[src/sv/drum_strike_detector_assert.svh]
// ----------------------------------------------------------------------------
// drum_strike_detector_assert.svh
// assertion macros shared by dsd_frame_acc and dsd_strike
// ----------------------------------------------------------------------------
`ifndef DRUM_STRIKE_DETECTOR_ASSERT_SVH
`define DRUM_STRIKE_DETECTOR_ASSERT_SVH

// condition holds in the same cycle as the trigger
`define DSD_ASSERT_SAME_CYCLE(name, trig, cond) \
    name: assert property (@(posedge clk) disable iff (!rst_n) (trig) |-> (cond)) \
        else $error("strike detector check failed");

// condition holds in the cycle after the trigger
`define DSD_ASSERT_NEXT_CYCLE(name, trig, cond) \
    name: assert property (@(posedge clk) disable iff (!rst_n) (trig) |=> (cond)) \
        else $error("strike detector check failed");

`endif

[src/sv/dsd_pkg.sv]
// ----------------------------------------------------------------------------
// dsd_pkg
// shared types, constants and calibration tables of the strike detector
// ----------------------------------------------------------------------------
package dsd_pkg;

    localparam int NUM_CH = 5;
    localparam int CH_W = $clog2(NUM_CH);

    localparam int CH_TOP = 0;
    localparam int CH_BOTTOM = 1;
    localparam int CH_LEFT = 2;
    localparam int CH_RIGHT = 3;
    localparam int CH_FORCE = 4;

    localparam int SAMPLES_PER_CHANNEL_DEF = 5;
    localparam int SAMPLE_BITS_DEF = 8;

    localparam int TIME_W = 32;
    localparam int CAL_W = 9;
    localparam int LEVEL_W = 8;
    localparam int GAIN_W = 18;
    localparam int OFFS_W = 25;
    localparam int Q16_SHIFT = 16;
    localparam int Q16_BIAS = 65535;

    localparam logic signed [CAL_W-1:0] CAL_MAX = 9'sh0FF;
    localparam logic signed [CAL_W-1:0] CAL_MIN = 9'sh100;

    // register map
    localparam int CFG_IDX_W = 2;
    localparam int CFG_DATA_W = 16;
    localparam logic [CFG_IDX_W-1:0] CFG_FLOOR_LEVEL = 2'd0;
    localparam logic [CFG_IDX_W-1:0] CFG_RISE_THRESHOLD = 2'd1;
    localparam logic [CFG_IDX_W-1:0] CFG_HOLDOFF_TICKS = 2'd2;
    localparam logic [CFG_IDX_W-1:0] CFG_BEAT_PERIOD = 2'd3;

    localparam int FLOOR_W = 8;
    localparam int RISE_W = 8;
    localparam int HOLDOFF_W = 16;
    localparam int PERIOD_W = 11;

    localparam logic [FLOOR_W-1:0] FLOOR_RESET = 8'd12;
    localparam logic [RISE_W-1:0] RISE_RESET = 8'd10;
    localparam logic [HOLDOFF_W-1:0] HOLDOFF_RESET = 16'd60;
    localparam logic [PERIOD_W-1:0] PERIOD_RESET = 11'd1000;

    // per channel gain and offset in q16
    localparam logic signed [GAIN_W-1:0] GAIN_Q16 [NUM_CH] = '{
        18'sd53600, 18'sd50052, 18'sd68556, 18'sd61897, -18'sd12329
    };
    localparam logic signed [OFFS_W-1:0] OFFS_Q16 [NUM_CH] = '{
        25'sd6334919, 25'sd5975831, 25'sd8122593, 25'sd7455369, -25'sd1343121
    };

    typedef struct packed {
        logic [FLOOR_W-1:0]   floor_level;
        logic [RISE_W-1:0]    rise_threshold;
        logic [HOLDOFF_W-1:0] holdoff_ticks;
        logic [PERIOD_W-1:0]  beat_period;
    } cfg_t;

    typedef struct packed {
        logic [TIME_W-1:0] sample_time;
        logic [TIME_W-1:0] elapsed;
    } frame_time_t;

    typedef struct packed {
        logic [TIME_W-1:0] sample_time;
        logic              early_side;
        logic [TIME_W-1:0] beat_offset;
    } beat_info_t;

    function automatic int sum_width(int spc, int sb);
        return $clog2(spc * ((1 << sb) - 1) + 1);
    endfunction

endpackage

[src/sv/dsd_frame_acc.sv]
// ----------------------------------------------------------------------------
// dsd_frame_acc
// per channel sample accumulation, hands over channel sums at frame end
// ----------------------------------------------------------------------------
`include "drum_strike_detector_assert.svh"

module dsd_frame_acc
    import dsd_pkg::*;
#(
    parameter int SAMPLES_PER_CHANNEL = SAMPLES_PER_CHANNEL_DEF,
    parameter int SAMPLE_BITS = SAMPLE_BITS_DEF,
    localparam int SUM_W = sum_width(SAMPLES_PER_CHANNEL, SAMPLE_BITS)
)
(
    input  logic                   clk,
    input  logic                   rst_n,
    input  logic                   in_valid,
    output logic                   in_ready,
    input  logic [SAMPLE_BITS-1:0] sample,
    input  logic [TIME_W-1:0]      sample_time,
    input  logic [TIME_W-1:0]      last_beat_time,
    output logic                   frame_valid,
    input  logic                   frame_ready,
    output logic [SUM_W-1:0]       frame_sums [NUM_CH],
    output frame_time_t            frame_time
);

    localparam int FRAME_LEN = NUM_CH * SAMPLES_PER_CHANNEL;
    localparam int POS_W = $clog2(FRAME_LEN);
    localparam logic [POS_W-1:0] POS_LAST = POS_W'(FRAME_LEN - 1);
    localparam logic [CH_W-1:0] CH_LAST = CH_W'(NUM_CH - 1);

    logic [POS_W-1:0] pos_reg;
    logic [CH_W-1:0]  ch_reg;
    logic [SUM_W-1:0] sums_reg [NUM_CH];
    logic             frame_valid_reg;
    logic [SUM_W-1:0] frame_sums_reg [NUM_CH];
    frame_time_t      frame_time_reg;

    logic             is_last;
    logic             accept;
    logic [SUM_W-1:0] sample_ext;

    assign is_last = (pos_reg == POS_LAST);
    assign in_ready = !is_last || !frame_valid_reg || frame_ready;
    assign accept = in_valid && in_ready;
    assign sample_ext = SUM_W'(sample);

    always_ff @(posedge clk or negedge rst_n)
    begin
        if (!rst_n)
        begin
            pos_reg <= '0;
            ch_reg <= '0;
            for (int c = 0; c < NUM_CH; c++)
            begin
                sums_reg[c] <= '0;
            end
        end
        else if (accept)
        begin
            if (is_last)
            begin
                pos_reg <= '0;
                ch_reg <= '0;
                for (int c = 0; c < NUM_CH; c++)
                begin
                    sums_reg[c] <= '0;
                end
            end
            else
            begin
                pos_reg <= pos_reg + 1'b1;
                ch_reg <= (ch_reg == CH_LAST) ? '0 : ch_reg + 1'b1;
                for (int c = 0; c < NUM_CH; c++)
                begin
                    if (ch_reg == CH_W'(c))
                    begin
                        sums_reg[c] <= sums_reg[c] + sample_ext;
                    end
                end
            end
        end
    end

    always_ff @(posedge clk or negedge rst_n)
    begin
        if (!rst_n)
        begin
            frame_valid_reg <= 1'b0;
        end
        else if (accept && is_last)
        begin
            frame_valid_reg <= 1'b1;
        end
        else if (frame_ready)
        begin
            frame_valid_reg <= 1'b0;
        end
    end

    // last sample of a frame always belongs to the force channel
    always_ff @(posedge clk)
    begin
        if (accept && is_last)
        begin
            for (int c = 0; c < NUM_CH - 1; c++)
            begin
                frame_sums_reg[c] <= sums_reg[c];
            end
            frame_sums_reg[NUM_CH-1] <= sums_reg[NUM_CH-1] + sample_ext;
            frame_time_reg.sample_time <= sample_time;
            frame_time_reg.elapsed <= sample_time - last_beat_time;
        end
    end

    assign frame_valid = frame_valid_reg;
    assign frame_sums = frame_sums_reg;
    assign frame_time = frame_time_reg;

    `DSD_ASSERT_NEXT_CYCLE(a_frame_wrap, accept && is_last,
        frame_valid_reg && pos_reg == '0 && ch_reg == '0)
    `DSD_ASSERT_SAME_CYCLE(a_lane_on_last, is_last, ch_reg == CH_LAST)

endmodule

[config.mk]
export PLATFORM = sky130hd
export DESIGN_NAME = dsd_frame_acc
export DESIGN_NICKNAME = d
export VERILOG_FILES = /design/src/sv/dsd_pkg.sv /design/src/sv/dsd_frame_acc.sv
export VERILOG_INCLUDE_DIRS = /design/src /design/src/sv
export SDC_FILE = /design/constraint.sdc
export NUM_CORES = 1
export LEC_CHECK = 0
export BUFFER_PORTS_ARGS = -buffer_cell sky130_fd_sc_hd__clkbuf_2
export CAP_MARGIN = 0
export CORE_MARGIN = 1.5
export CORE_UTILIZATION = 30
export CTS_CLUSTER_SIZE = 12
export DETAILED_ROUTE_END_ITERATION = 6
export SYNTH_ARGS = -nofsm -noshare
export SYNTH_HDL_FRONTEND = slang
export SYNTH_SLANG_ARGS = --single-unit
[constraint.sdc]
create_clock -name clk -period 10.2 [get_ports clk]
set_input_delay 2.04 -clock clk [delete_from_list [all_inputs] [get_ports clk]]
set_output_delay 2.04 -clock clk [all_outputs]
set_load 0.01 [all_outputs]
---- Yosys cells after proc, flatten, opt, wreduce, memory -nomap -nowiden ----
Cells that the tools add are included.
storage, ports and cells
  bits in registers ....................... 183
  input bits .............................. 76
cells by class
  add/subtract/negate cells ............... 8
  equality and inequality tests ........... 5
  mux-type cells .......................... 11
  reduce and logical (&&, ||, !) cells .... 18
operators by type and width
  cell                                                 number
  adder 11 x 8 -> 11 bit                               5
  two-way mux 11 bit                                   5
  two-way mux 55 bit                                   1
  subtractor 32 bit                                    1
  nonzero test 2 bit                                   6
  AND reduction 2 bit                                  5
  equality test 3 x 2 -> 1 bit, second input constant  2
  two-way mux 3 bit                                    2
  adder 5 x 1 -> 5 bit, second input constant          1
  equality test 5 bit, second input constant           1
  two-way mux 5 bit                                    1
  adder 3 x 1 -> 3 bit, second input constant          1
  equality test 3 x 1 -> 1 bit, second input constant  1
  equality test 3 bit, second input constant           1
  logical NOT 3 bit                                    1
  logical AND 1 bit                                    2
  logical NOT 1 bit                                    2
  logical OR 1 bit                                     2
  two-way mux 1 bit                                    2

---- Depth between registers and ports, before layout ----
  depth after elaboration ................. 7
  gate-level depth with buffers ........... 10
  depth with buffers taken out ............ 10

---- Least setup slack after synthesis ----
OpenSTA, ideal clock, no wires.
  path type ............................... input port to flip-flop
  start point ............................. in frame_ready
  end point ............................... reg frame_sums_reg, in the netlist frame_sums[0], enable pin
  library setup time ...................... 1.184 ns
  data arrival time ....................... 4.719 ns
  data required time ...................... 9.016 ns
  path slack .............................. 4.297 ns
  stages .................................. 4
  cell sequence ........................... nor2b_1 nor2_1 nand2_1 clkinv_1
on the way
  cells in the longest elaborated chain, start to end .. 3
ends and longest elaborated chain
  item                             line                  text
  from (decl)                      dsd_frame_acc.sv:23   input logic frame_ready,
  logical OR 1 bit                 dsd_frame_acc.sv:45   assign in_ready = !is_last || !frame_valid_reg || frame_ready;
  logical AND 1 bit                dsd_frame_acc.sv:46   assign accept = in_valid && in_ready;
  logical AND 1 bit                dsd_frame_acc.sv:105  if (accept && is_last)
  to (signal, indexed assignment)  dsd_frame_acc.sv:109  frame_sums_reg[c] <= sums_reg[c];
  to (signal, indexed assignment)  dsd_frame_acc.sv:111  frame_sums_reg[NUM_CH-1] <= sums_reg[NUM_CH-1] + sample_ext;
  to (decl)                        dsd_frame_acc.sv:37   logic [SUM_W-1:0] frame_sums_reg [NUM_CH];
No other way between the ends.
A chain may end at the register's enable or synchronous reset.

---- Final worst setup path ----
  start point ............................. in frame_ready
  end point ............................... out in_ready
on the way
  cells in the longest elaborated chain, start to end .. 1
ends and longest elaborated chain
  item              line                 text
  logical OR 1 bit  dsd_frame_acc.sv:45
  to (decl)         dsd_frame_acc.sv:18  output logic in_ready,
No other way between the ends.

==> results.py <==
metrics = {
    "outcome": {
        "status": "completed",
    },
    "setup_path": {
        "worst_setup_path_start_kind": "input pin",
        "required_ns": 8.16,
        "timing.rr.start": "pos_reg[0]",
        "cp_max_fo": 2,
        "crit_type": "in2out",
        "cp-end-kind": "output port",
        "crit_start": "frame_ready",
        "cp.arrival_ns": 2.51,
    },
    "clocking": {
        "insertion_delay_ns": 0.44,
        "path_clk_slew_ns": 0.07,
        "cts_buffer_depth": 2,
        "hold_buffers": 0,
        "h-tree-depth": 4,
        "cts_buffers": 17,
        "post_cts_resized": 0,
        "cts_tree": "yes",
        "post_cts_buffers": 0,
        "cts-root-buf": "clkbuf_16",
        "cts.sinks": 183,
    },
    "power": {
        "power_density_nw_per_um2": 223.4,
        "p_clk_share_pct": 24.9,
        "seqPwrFrac_pct": 41.9,
        "ir_drop_uv": 126.7,
        "p_int_uw": 1694,
        "p_sw_uw": 918.6,
        "power_frac_comb_pct": 33.3,
        "power_leakage_uw": 0.005315,
        "swShare_pct": 35.16,
        "power_uw": 2613,
    },
    "sta": {
        "slew_headroom_pct": 29.43,
        "hold-worst-slack_ns": 0.4908,
        "grt_setup_unrepaired": "false",
        "drv_slew": 0,
        "clock_skew_ns": 0.01354,
        "period_share_pct": 44.59,
        "min_period_ns": 4.549,
        "max_freq_ghz": 0.2199,
        "worstMarginPinSlew_ns": 1.058,
        "fin_ws_ns": 5.651,
        "setup_violations": 0,
        "fin_tns_setup_ns": 0,
        "hold_viol": 0,
    },
    "floorplan": {
        "initial_utilization_pct": 30.53,
        "dieArea_um2": 33280,
        "ios": 197,
        "die_x_um": 182.4,
        "die_height_um": 182.4,
        "placementRows": 65,
        "core_area_um2": 31640,
    },
    "cells_and_area": {
        "drive_gt1_share_pct": 22.89,
        "largest_reg_flops": 64,
        "diodes": 0,
        "nets": 1200,
        "post-route-util_pct": 36.97,
        "area_delta_synth_final_pct": 21.10,
    },
    "synth": {
        "yosysMostFrequentCell": "edfxtp_1",
        "synthFlopType": "edfxtp_1",
        "synth_area_um2": 9658,
        "synthArstFlopShare_pct": 34.97,
        "synth-edff-count": 119,
        "syn_nets": 991,
        "ys_seq_area_share_pct": 53.58,
        "yosys_warnings": 0,
        "synth_top_area_cell": "edfxtp_1",
        "synthTopCellsByArea": "edfxtp_1, dfrtp_1, ha_1, a22o_1, xnor2_1",
        "synth_top_area_share_pct": 37.00,
        "netlist_instances": 831,
        "ys_ff_latch": 183,
        "synth_common_cells": "edfxtp_1, ha_1, dfrtp_1, inv_1, a21oi_1",
        "synth.distinct_cells": 57,
        "syn_area_per_cell_um2": 11.62,
    },
    "grt": {
        "grt.total_usage_pct": 14.90,
        "grt_pass1_vias": 7147,
        "grt_pass1_wl_um": 38270,
        "grt_max_degree": 78,
        "antenna_found_initial": 0,
        "grt-ovfl-total": 0,
    },
    "hold_path": {
        "worstHoldPathType": "reg2reg",
        "worstHoldStart": "sums_reg[32]",
    },
    "route": {
        "via_per_inst": 4.885,
        "via_count": 7107,
        "drt_pass1_iterations": 4,
        "drc": 0,
        "drt_wl_total_um": 24230,
        "ant_nets": 0,
        "drtIter0Drc": 371,
        "wire_per_inst_um": 16.65,
    },
    "place": {
        "hpwl_um": 17890,
        "place.gp.congestion": 0.8347,
        "place_ws_ns": 5.300,
        "numPortBuffers": 196,
    },
    "flow_run": {
        "cap_violations": 0,
    },
}
==> per-stage QoR <==
stage                     cells  cell area [um2]
final                      1455            11700
after global routing       1455            11700
after CTS                  1455            11700
after detailed placement   1423            11130
after global placement     1423            11130
after floorplan             831             9658
==> cell usage in the layout (no fill, tap or decap), types with 9 or more instances in the layout <==
master | synthesis | final
xor2_1 | 28 | 28
clkbuf_16 | 0 | 17
and3_1 | 9 | 9
inv_1 | 62 | 62
nand4_1 | 10 | 10
a21o_1 | 29 | 29
a22o_1 | 37 | 37
dfrtp_1 | 64 | 64
clkbuf_2 | 0 | 196
xnor2_1 | 35 | 35
a21oi_1 | 61 | 61
ha_1 | 78 | 78
o21ai_0 | 44 | 44
edfxtp_1 | 119 | 119
nor2_1 | 53 | 53
nand2_1 | 57 | 57
nand2b_1 | 11 | 11
nand3_1 | 9 | 9
nor3_1 | 10 | 10
==> worst max-delay path, cell delays in order <==
cell and delay [ns]:
clkbuf_2 0.09, nor2b_1 0.14, nand2_1 0.09, clkbuf_2 0.15
==> per-layer routing <==
| metal | wire, um | share of wire [%] | global-route usage, % |
|---|---|---|---|
| met1 | 11090 | 46 | 18.62 |
| met2 | 11520 | 48 | 24.93 |
| met3 | 1074 | 4.4 | 3.692 |
| met4 | 547 | 2.3 | 5.455 |
| met5 | 0 | 0 | 0 |
==> area by class of cell <==
type	count	area [um2]
timing repair buffer	199	1003
clock inverter	14	131.4
sequential	183	5175
tap	402	503.0
clock buffer	18	439.2
multi-input combinational	576	4205
inverter	63	239.0
fill	3146	19940
==> worst paths after layout <==
| kind | endpoint | slack, ns | cells after the start |
|---|---|---|---|
| worst max-delay path | in_ready | 5.65 | 4 |
| worst min-delay path | frame_sums[32] | 0.49 | 0 |
| worst max register to register | frame_time[23] | 6.10 | 7 |
| worst min register to register | frame_sums[32] | 0.49 | 0 |
| max in group asynchronous | sums_reg[52] | 7.82 | 2 |
| min in group asynchronous | sums_reg[8] | 1.77 | 2 |
==> power by group through the flow <==
| stage | clock network [uW] | registers (uW) | logic (uW) |
|---|---|---|---|
| after detailed placement | 0 | 1110 | 869 |
| after global placement | 0 | 1110 | 852 |
| after CTS | 677 | 1100 | 876 |
| after floorplan | 0 | 1090 | 650 |
| after global routing | 703 | 1110 | 982 |
| final | 650 | 1090 | 870 |
==> logic make-up after synthesis <==
family / share of synthesized area (%)
flip-flops: 53.58
XOR/XNOR: 5.713
adder cells (fa/ha/maj): 11.35
buffers and inverters: 2.876
AO/OA/AOI/OAI: 17.09
AND/OR/NAND/NOR: 8.758
multiplexers: 0.6348
Note: power is estimated with default switching activity, not from simulation.
