[src/sv/drum_strike_detector_assert.svh]
// ----------------------------------------------------------------------------
// drum_strike_detector_assert.svh
// assertion macros shared by dsd_frame_acc and dsd_strike
// ----------------------------------------------------------------------------
`ifndef DRUM_STRIKE_DETECTOR_ASSERT_SVH
`define DRUM_STRIKE_DETECTOR_ASSERT_SVH

// condition holds in the same cycle as the trigger
`define DSD_ASSERT_SAME_CYCLE(name, trig, cond) \
    name: assert property (@(posedge clk) disable iff (!rst_n) (trig) |-> (cond)) \
        else $error("strike detector check failed");

// condition holds in the cycle after the trigger
`define DSD_ASSERT_NEXT_CYCLE(name, trig, cond) \
    name: assert property (@(posedge clk) disable iff (!rst_n) (trig) |=> (cond)) \
        else $error("strike detector check failed");

`endif

[src/sv/dsd_pkg.sv]
// ----------------------------------------------------------------------------
// dsd_pkg
// shared types, constants and calibration tables of the strike detector
// ----------------------------------------------------------------------------
package dsd_pkg;

    localparam int NUM_CH = 5;
    localparam int CH_W = $clog2(NUM_CH);

    localparam int CH_TOP = 0;
    localparam int CH_BOTTOM = 1;
    localparam int CH_LEFT = 2;
    localparam int CH_RIGHT = 3;
    localparam int CH_FORCE = 4;

    localparam int SAMPLES_PER_CHANNEL_DEF = 5;
    localparam int SAMPLE_BITS_DEF = 8;

    localparam int TIME_W = 32;
    localparam int CAL_W = 9;
    localparam int LEVEL_W = 8;
    localparam int GAIN_W = 18;
    localparam int OFFS_W = 25;
    localparam int Q16_SHIFT = 16;
    localparam int Q16_BIAS = 65535;

    localparam logic signed [CAL_W-1:0] CAL_MAX = 9'sh0FF;
    localparam logic signed [CAL_W-1:0] CAL_MIN = 9'sh100;

    // register map
    localparam int CFG_IDX_W = 2;
    localparam int CFG_DATA_W = 16;
    localparam logic [CFG_IDX_W-1:0] CFG_FLOOR_LEVEL = 2'd0;
    localparam logic [CFG_IDX_W-1:0] CFG_RISE_THRESHOLD = 2'd1;
    localparam logic [CFG_IDX_W-1:0] CFG_HOLDOFF_TICKS = 2'd2;
    localparam logic [CFG_IDX_W-1:0] CFG_BEAT_PERIOD = 2'd3;

    localparam int FLOOR_W = 8;
    localparam int RISE_W = 8;
    localparam int HOLDOFF_W = 16;
    localparam int PERIOD_W = 11;

    localparam logic [FLOOR_W-1:0] FLOOR_RESET = 8'd12;
    localparam logic [RISE_W-1:0] RISE_RESET = 8'd10;
    localparam logic [HOLDOFF_W-1:0] HOLDOFF_RESET = 16'd60;
    localparam logic [PERIOD_W-1:0] PERIOD_RESET = 11'd1000;

    // per channel gain and offset in q16
    localparam logic signed [GAIN_W-1:0] GAIN_Q16 [NUM_CH] = '{
        18'sd53600, 18'sd50052, 18'sd68556, 18'sd61897, -18'sd12329
    };
    localparam logic signed [OFFS_W-1:0] OFFS_Q16 [NUM_CH] = '{
        25'sd6334919, 25'sd5975831, 25'sd8122593, 25'sd7455369, -25'sd1343121
    };

    typedef struct packed {
        logic [FLOOR_W-1:0]   floor_level;
        logic [RISE_W-1:0]    rise_threshold;
        logic [HOLDOFF_W-1:0] holdoff_ticks;
        logic [PERIOD_W-1:0]  beat_period;
    } cfg_t;

    typedef struct packed {
        logic [TIME_W-1:0] sample_time;
        logic [TIME_W-1:0] elapsed;
    } frame_time_t;

    typedef struct packed {
        logic [TIME_W-1:0] sample_time;
        logic              early_side;
        logic [TIME_W-1:0] beat_offset;
    } beat_info_t;

    function automatic int sum_width(int spc, int sb);
        return $clog2(spc * ((1 << sb) - 1) + 1);
    endfunction

endpackage

[src/sv/dsd_calib.sv]
// ----------------------------------------------------------------------------
// dsd_calib
// channel averaging and q16 calibration pipeline, beat distance on the side
// ----------------------------------------------------------------------------
module dsd_calib
    import dsd_pkg::*;
#(
    parameter int SAMPLES_PER_CHANNEL = SAMPLES_PER_CHANNEL_DEF,
    parameter int SAMPLE_BITS = SAMPLE_BITS_DEF,
    localparam int SUM_W = sum_width(SAMPLES_PER_CHANNEL, SAMPLE_BITS)
)
(
    input  logic                    clk,
    input  logic                    rst_n,
    input  cfg_t                    cfg,
    input  logic                    frame_valid,
    output logic                    frame_ready,
    input  logic [SUM_W-1:0]        frame_sums [NUM_CH],
    input  frame_time_t             frame_time,
    output logic                    cal_valid,
    input  logic                    cal_ready,
    output logic signed [CAL_W-1:0] cal [NUM_CH],
    output beat_info_t              beat_info
);

    // exact division by reciprocal multiply for sums below 2**SUM_W
    localparam int DIV_L = $clog2(SAMPLES_PER_CHANNEL);
    localparam int DIV_SH = SUM_W + DIV_L;
    localparam int RECIP_W = SUM_W + 1;
    localparam int PROD_W = SUM_W + RECIP_W;
    localparam longint RECIP_L =
        ((longint'(1) << DIV_SH) + SAMPLES_PER_CHANNEL - 1) / SAMPLES_PER_CHANNEL;
    localparam logic [RECIP_W-1:0] RECIP = RECIP_W'(RECIP_L);
    localparam int X_W = SAMPLE_BITS + 20;

    logic                          va_reg;
    logic                          vb_reg;
    logic                          vc_reg;
    logic                          adv_a;
    logic                          adv_b;
    logic                          adv_c;

    logic [PROD_W-1:0]             prod [NUM_CH];
    logic [SAMPLE_BITS-1:0]        avg_reg [NUM_CH];
    logic signed [X_W-1:0]         x_next [NUM_CH];
    logic signed [X_W-1:0]         x_reg [NUM_CH];
    logic signed [X_W-1:0]         q_full [NUM_CH];
    logic signed [CAL_W-1:0]       cal_next [NUM_CH];
    logic signed [CAL_W-1:0]       cal_reg [NUM_CH];

    logic [PERIOD_W-1:0]           half_period;
    beat_info_t                    info_next;
    beat_info_t                    info_a_reg;
    beat_info_t                    info_b_reg;
    beat_info_t                    info_c_reg;

    assign adv_c = !vc_reg || cal_ready;
    assign adv_b = !vb_reg || adv_c;
    assign adv_a = !va_reg || adv_b;
    assign frame_ready = adv_a;

    always_ff @(posedge clk or negedge rst_n)
    begin
        if (!rst_n)
        begin
            va_reg <= 1'b0;
            vb_reg <= 1'b0;
            vc_reg <= 1'b0;
        end
        else
        begin
            if (adv_a)
            begin
                va_reg <= frame_valid;
            end
            if (adv_b)
            begin
                vb_reg <= va_reg;
            end
            if (adv_c)
            begin
                vc_reg <= vb_reg;
            end
        end
    end

    always_comb
    begin
        half_period = cfg.beat_period >> 1;
        info_next.sample_time = frame_time.sample_time;
        info_next.early_side = frame_time.elapsed > TIME_W'(half_period);
        info_next.beat_offset = info_next.early_side ?
            TIME_W'(cfg.beat_period) - frame_time.elapsed : frame_time.elapsed;
    end

    always_comb
    begin
        for (int c = 0; c < NUM_CH; c++)
        begin
            prod[c] = PROD_W'(frame_sums[c]) * PROD_W'(RECIP);
            x_next[c] = X_W'($signed({1'b0, avg_reg[c]})) * X_W'(GAIN_Q16[c])
                        - X_W'(OFFS_Q16[c]);
            // truncate toward zero, then clamp to the 9 bit range
            q_full[c] = (x_reg[c] + (x_reg[c][X_W-1] ? X_W'(Q16_BIAS) : X_W'(0)))
                        >>> Q16_SHIFT;
            if (&q_full[c][X_W-1:CAL_W-1] || ~|q_full[c][X_W-1:CAL_W-1])
            begin
                cal_next[c] = q_full[c][CAL_W-1:0];
            end
            else
            begin
                cal_next[c] = q_full[c][X_W-1] ? CAL_MIN : CAL_MAX;
            end
        end
    end

    always_ff @(posedge clk)
    begin
        if (adv_a)
        begin
            for (int c = 0; c < NUM_CH; c++)
            begin
                avg_reg[c] <= prod[c][DIV_SH +: SAMPLE_BITS];
            end
            info_a_reg <= info_next;
        end
        if (adv_b)
        begin
            x_reg <= x_next;
            info_b_reg <= info_a_reg;
        end
        if (adv_c)
        begin
            cal_reg <= cal_next;
            info_c_reg <= info_b_reg;
        end
    end

    assign cal_valid = vc_reg;
    assign cal = cal_reg;
    assign beat_info = info_c_reg;

endmodule

[config.mk]
export PLATFORM = sky130hd
export DESIGN_NAME = dsd_calib
export DESIGN_NICKNAME = d
export VERILOG_FILES = /design/src/sv/drum_strike_detector_assert.svh /design/src/sv/dsd_pkg.sv /design/src/sv/dsd_calib.sv
export SDC_FILE = /design/constraint.sdc
export NUM_CORES = 2
export LEC_CHECK = 0
export BUFFER_PORTS_ARGS = -buffer_cell sky130_fd_sc_hd__buf_2
export CAP_MARGIN = 10
export CORE_ASPECT_RATIO = 0.6
export CORE_MARGIN = 8
export CORE_UTILIZATION = 33
export DETAILED_ROUTE_END_ITERATION = 16
export GPL_TIMING_DRIVEN = 0
export PLACE_DENSITY = 0.56
export SYNTH_ARGS = -nofsm -noshare
export SYNTH_HDL_FRONTEND = slang
export SYNTH_SLANG_ARGS = --single-unit
[constraint.sdc]
create_clock -name clk -period 5.8 [get_ports clk]
set_input_delay 0.87 -clock clk [delete_from_list [all_inputs] [get_ports clk]]
set_output_delay 0.87 -clock clk [all_outputs]
set_load 0.01 [all_outputs]
### Word-level counts from Yosys, hierarchy flattened

Memories as Yosys holds them, arrays and structs flattened.
Cells that the tools add are included.

| operators by class | value |
|---|---|
| add/sub/neg operators | 11 |
| multipliers | 10 |
| $lt $le $gt $ge | 1 |
| multiplexer cells | 18 |
| reductions and logical operators | 26 |

Operators by type and width:

| kind | number |
|---|---|
| $add A28 B17 Y28 | 5 |
| $mul A11 B12 Y22 const B | 5 |
| $mux W9 | 10 |
| $mux W16 | 5 |
| $sub A24 B23 Y25 const B | 3 |
| $gt A32 B10 Y1 | 1 |
| $mux W32 | 1 |
| $sub A11 B32 Y32 | 1 |
| $sub A25 B23 Y26 const B | 1 |
| $sub A24 B22 Y25 const B | 1 |
| $mul A8 B16 Y24 const B | 1 |
| $mul A9 B15 Y24 const B | 1 |
| $mul A8 B15 Y23 const B | 1 |
| $mul A8 B14 Y22 const B | 1 |
| $reduce_and A4 Y1 | 5 |
| $reduce_or A4 Y1 | 5 |
| $mul A8 B11 Y19 const B | 1 |
| $logic_not A1 Y1 | 8 |
| $logic_or A1 B1 Y1 | 8 |
| $mux W1 | 2 |

| word-level totals | value |
|---|---|
| flip-flop bits (word level) | 383 |
| memory bits (writable) | 40 |
| bits of input ports | 166 |
| output and inout port bits | 112 |
| memories | 1 |

Memories:

| memory | depth | bits a word | read ports | clocked after memory_dff | wr ports | RTL line | source |
|---|---|---|---|---|---|---|---|
| avg_reg | 5 | 8 | 5 | 0 | 5 | dsd_calib.sv:44 | `logic [SAMPLE_BITS-1:0] avg_reg [NUM_CH];` |

### Depth between registers and ports, before layout

| logic depth | value |
|---|---|
| depth after elaboration | 6 |
| gate-level depth with buffers | 19 |
| gate-level depth less buffers | 19 |

### Worst setup path before layout

Ideal clock, no wire load.

| timing path | value |
|---|---|
| path type | input to register |
| from | in cal_ready |
| to | reg info_b_reg[0] in the netlist's numbering (enable) |
| arrival | 4914 ps |
| data required time | 3890 ps |
| setup slack | -1024 ps |
| stages | 1 |
| path through | nand3b_1 |

| on the way | value |
|---|---|
| longest elaborated chain between the ends | 2 |

RTL lines:

| item | RTL line | source |
|---|---|---|
| start: declaration | dsd_calib.sv:21 | `input logic cal_ready,` |
| $logic_or A1 B1 Y1 | dsd_calib.sv:57 | `assign adv_c = !vc_reg \|\| cal_ready;` |
| $logic_or A1 B1 Y1 | dsd_calib.sv:58 | `assign adv_b = !vb_reg \|\| adv_c;` |
| end signal: assignment | dsd_calib.sv:130 | `info_b_reg <= info_a_reg;` |
| end: declaration | dsd_calib.sv:54 | `beat_info_t info_b_reg;` |

Every way passes these cells.
A chain may end at the register's enable or synchronous reset.

==> summary.md <==
| Metric | Value |
|---|---|
| Status | `finished clean` |
| Max Cap Violations | `0` |
| Reg2reg setup slack | `280 ps` |
| Initial antenna violation count | `7` |
| Final Critical Period | `~5500 ps` |
| Post-DP HPWL | `70.23 mm` |
| Met3 Wirelength | `around 3.7 mm` |
| Worst hold start | `info_a_reg[3]` |
| Layout cells sized above 1 | `around 11%` |
| Dominant synthesized flop cell | `edfxtp_1` |
| Setup violators final | `0` |
| DR iter-0 viols | `approximately 1400` |
| Max layer used | `met4` |
| Root Buffer | `clkbuf_16` |
| Tcrit/Tclk final | `between 90 and 100%` |
| Largest net degree at the start of global routing | `57` |
| Row cnt | `95` |
| CP Launch Type | `flip-flop` |
| DRT met1 WL | `between 40 and 50 mm` |
| Routed vias | `about 24000` |
| Syn Nets | `~4500` |
| Clock-pin slew on the worst setup and hold paths | `70 ps` |
| Syn. warnings | `0` |
| # IOs | `approximately 280` |
| Worst Setup Path Type | `flip-flop to flip-flop` |
| Asr flop ratio synth | `less than 1%` |
| Residual DRC | `0` |
| Inserted Clock Buffers | `46` |
| Post-synth EDFFs | `roughly 400` |
| Hold Path Depth | `0` |
| Pre-CTS setup slack | `-334.6 ps` |
| FMAX | `roughly 0.18 GHz` |
| Placed cell areas | `about 40000 um2` |
| Detail Route Antenna Nets | `0` |
| Worst R2R Start | `avg_reg[0][35]` |
| Total global routing overflow | `0` |
| Die footprint | `between 100000 and 150000 um2` |
| Clock skew | `between 30 and 40 ps` |
| CP required | `between 6000 and 7000 ps` |
| Arrival time at the worst endpoint | `around 5900 ps` |
| Fill count | `around 11000` |
| First-pass DRT Iterations | `5` |
| Final WL | `84.07 mm` |
| Core ar. | `around 110000 um2` |
| Slew margin rel. | `24.48%` |
| Final net count | `4825` |
| Vias per inst | `between 4 and 5` |
| Distinct cells, synth | `81` |
| Area of the multi-input gates | `between 20000 and 25000 um2` |
| Worst Max-Slew Pin Slew | `approximately 1100 ps` |
| Synth Cell Area | `approximately 37000 um2` |
| Crit Path Max Fanout | `7` |
| Maximum root-to-sink buffer count | `3` |
| Synthesized instance count | `~3300` |
| Final Wtd Congestion | `roughly 0.84` |
| Die width | `451.0 um` |
| Die Y | `between 200 and 300 um` |
| Unrepaired setup endpoints after global routing | `false` |
| Initial Utilization | `between 30 and 40%` |
| CTS Sinks | `400` |
| DR WL met2 | `about 32 mm` |
| Number of flip-flops in the largest register | `around 120` |
| Reg2Reg Depth | `16` |
| FF+latch count, synth | `400` |
| Critical path endpoint category | `flip-flop` |
| Final count of pins violating max slew | `0` |
| Via count of the first global-routing pass | `24030` |
| First-pass GRT wire length | `about 140 mm` |
| Wire per inst | `16.19 um` |
| Clock insertion delay at the later pin of the skew report | `620 ps` |
| Final Worst Setup Slack | `roughly 280 ps` |
| CTS tree | `done` |
| HP Class | `flip-flop to flip-flop` |
| Storage element area | `roughly 12000 um2` |
| Total Routing Usage GR | `between 10% and 20%` |
| Area Overhead vs Synth | `13.87%` |
| H-tree levels | `2` |
| Hold Path End | `info_b_reg[3]` |
| Final Hold Viols | `0` |
| Mean Syn Cell Area | `roughly 11 um2` |
| Input/output buffers | `~250` |
| R2r endpoint | `x_reg[21]` |
| Sequential share of the synthesized area | `between 30% and 40%` |
| Finished Cell Area | `42660 um2` |
[what timing repair did]
action,4_1_cts,5_1_grt
setup buffers,2,9
setup endpoints to repair,5,11
endpoints found under the hold margin,3,0
pin swaps,0,0
hold buffers,1,0
resized for setup,1,5
[cells in the final DEF (no fill, tap or decap), drive strengths merged, types with 22 or more instances in the layout]
cell    synthesis  routed
edfxtp        397     397
fa            293     293
xnor2         154     154
nand4          23      23
inv           614     622
o211ai         22      22
nor3           50      50
a21o           69      69
buf             4     285
o21a           34      34
and3           22      22
nor2b          28      28
o21ai         112     112
a21oi         138     138
nand2         103     103
nand2b         22      22
nand3          48      48
ha            715     715
nor2          128     128
xor2           69      69
clkbuf          9      61
[synthesized netlist by cell type (22+ instances only)]
library cell | number | area [um2]
nand2_1 | 103 | 386.6
xnor2_1 | 154 | 1349
xor2_1 | 69 | 604.3
nor2_1 | 128 | 480.5
and3_1 | 22 | 137.6
edfxtp_1 | 397 | 11920
nor2b_1 | 28 | 175.2
inv_1 | 614 | 2305
nor3_1 | 49 | 245.2
fa_1 | 293 | 5866
o21a_1 | 34 | 255.2
nand4_1 | 23 | 143.9
a21o_1 | 69 | 518.0
ha_1 | 715 | 8946
a21oi_1 | 136 | 680.7
o21ai_0 | 107 | 535.5
nand3_1 | 48 | 240.2
[through the flow]
step / setup TNS, ps / utilization [%] / instances / hold WS (ps)
after global routing: 0 / 38.02 / 5193 / 367.8
after floorplan: -186640 / - / 3321 / 400.3
after detailed placement: -2470 / 36.56 / 5094 / 404.5
after CTS: 0 / 37.92 / 5182 / 351.2
after global placement: -1520990 / 36.16 / 5069 / 400.2
final: 0 / 38.02 / 5193 / 404.2
[critical path, cell delays in order, from the launching register on]
cell	delay (ps)
edfxtp_1	540
fa_1	710
inv_1	90
fa_1	500
fa_1	540
inv_1	40
ha_1	280
ha_1	330
and4b_1	240
o31a_1	280
o31a_1	300
o41ai_2	330
o21ai_1	160
o41a_1	460
a21o_1	200
a21oi_1	180
xnor2_1	80
[cells by family after synthesis]
group           Yosys count  share of synthesized area, %
fa+ha+maj              1008                         39.54
buf+inv                 627                         6.329
compound gates          539                         9.546
simple gates            515                         7.094
flops                   400                         32.02
xor+xnor                223                         5.214
mux                       9                        0.2572
[cell type report]
cell class,instances,area share (%)
multi-input cells,2294,54.21
diodes,2,0.01173
flip-flops and latches,400,28.12
plain buffers,13,0.1555
clock buffers,52,2.751
well taps,1503,4.408
inverters,614,5.403
repair buffers,282,4.180
clock inverters,33,0.7538
[how the worst max path moves through the flow]
| stage | start | to | slack (ps) |
|---|---|---|---|
| 6_report | avg_reg[0][35] | x_reg[21] | 280 |
| 5_1_grt | avg_reg[0][39] | x_reg[21] | 30 |
| 4_1_cts | avg_reg[0][33] | x_reg[26] | 90 |
| 3_5_place_dp | avg_reg[0][32] | x_reg[26] | -330 |
| 3_3_place_gp | cal_ready | x_reg[119] | -5560 |
| 2_1_floorplan | cal_ready | info_b_reg[0] | -1020 |
[metal layers]
layer	vias up	track usage (%)
li1	12260	-
met2	399	18.14
met4	0	2.206
met5	-	0
met1	11420	21.64
met3	68	2.283
Power is not shown: default switching activity piles up to over one toggle a cycle in this logic, so the estimate is an artifact.
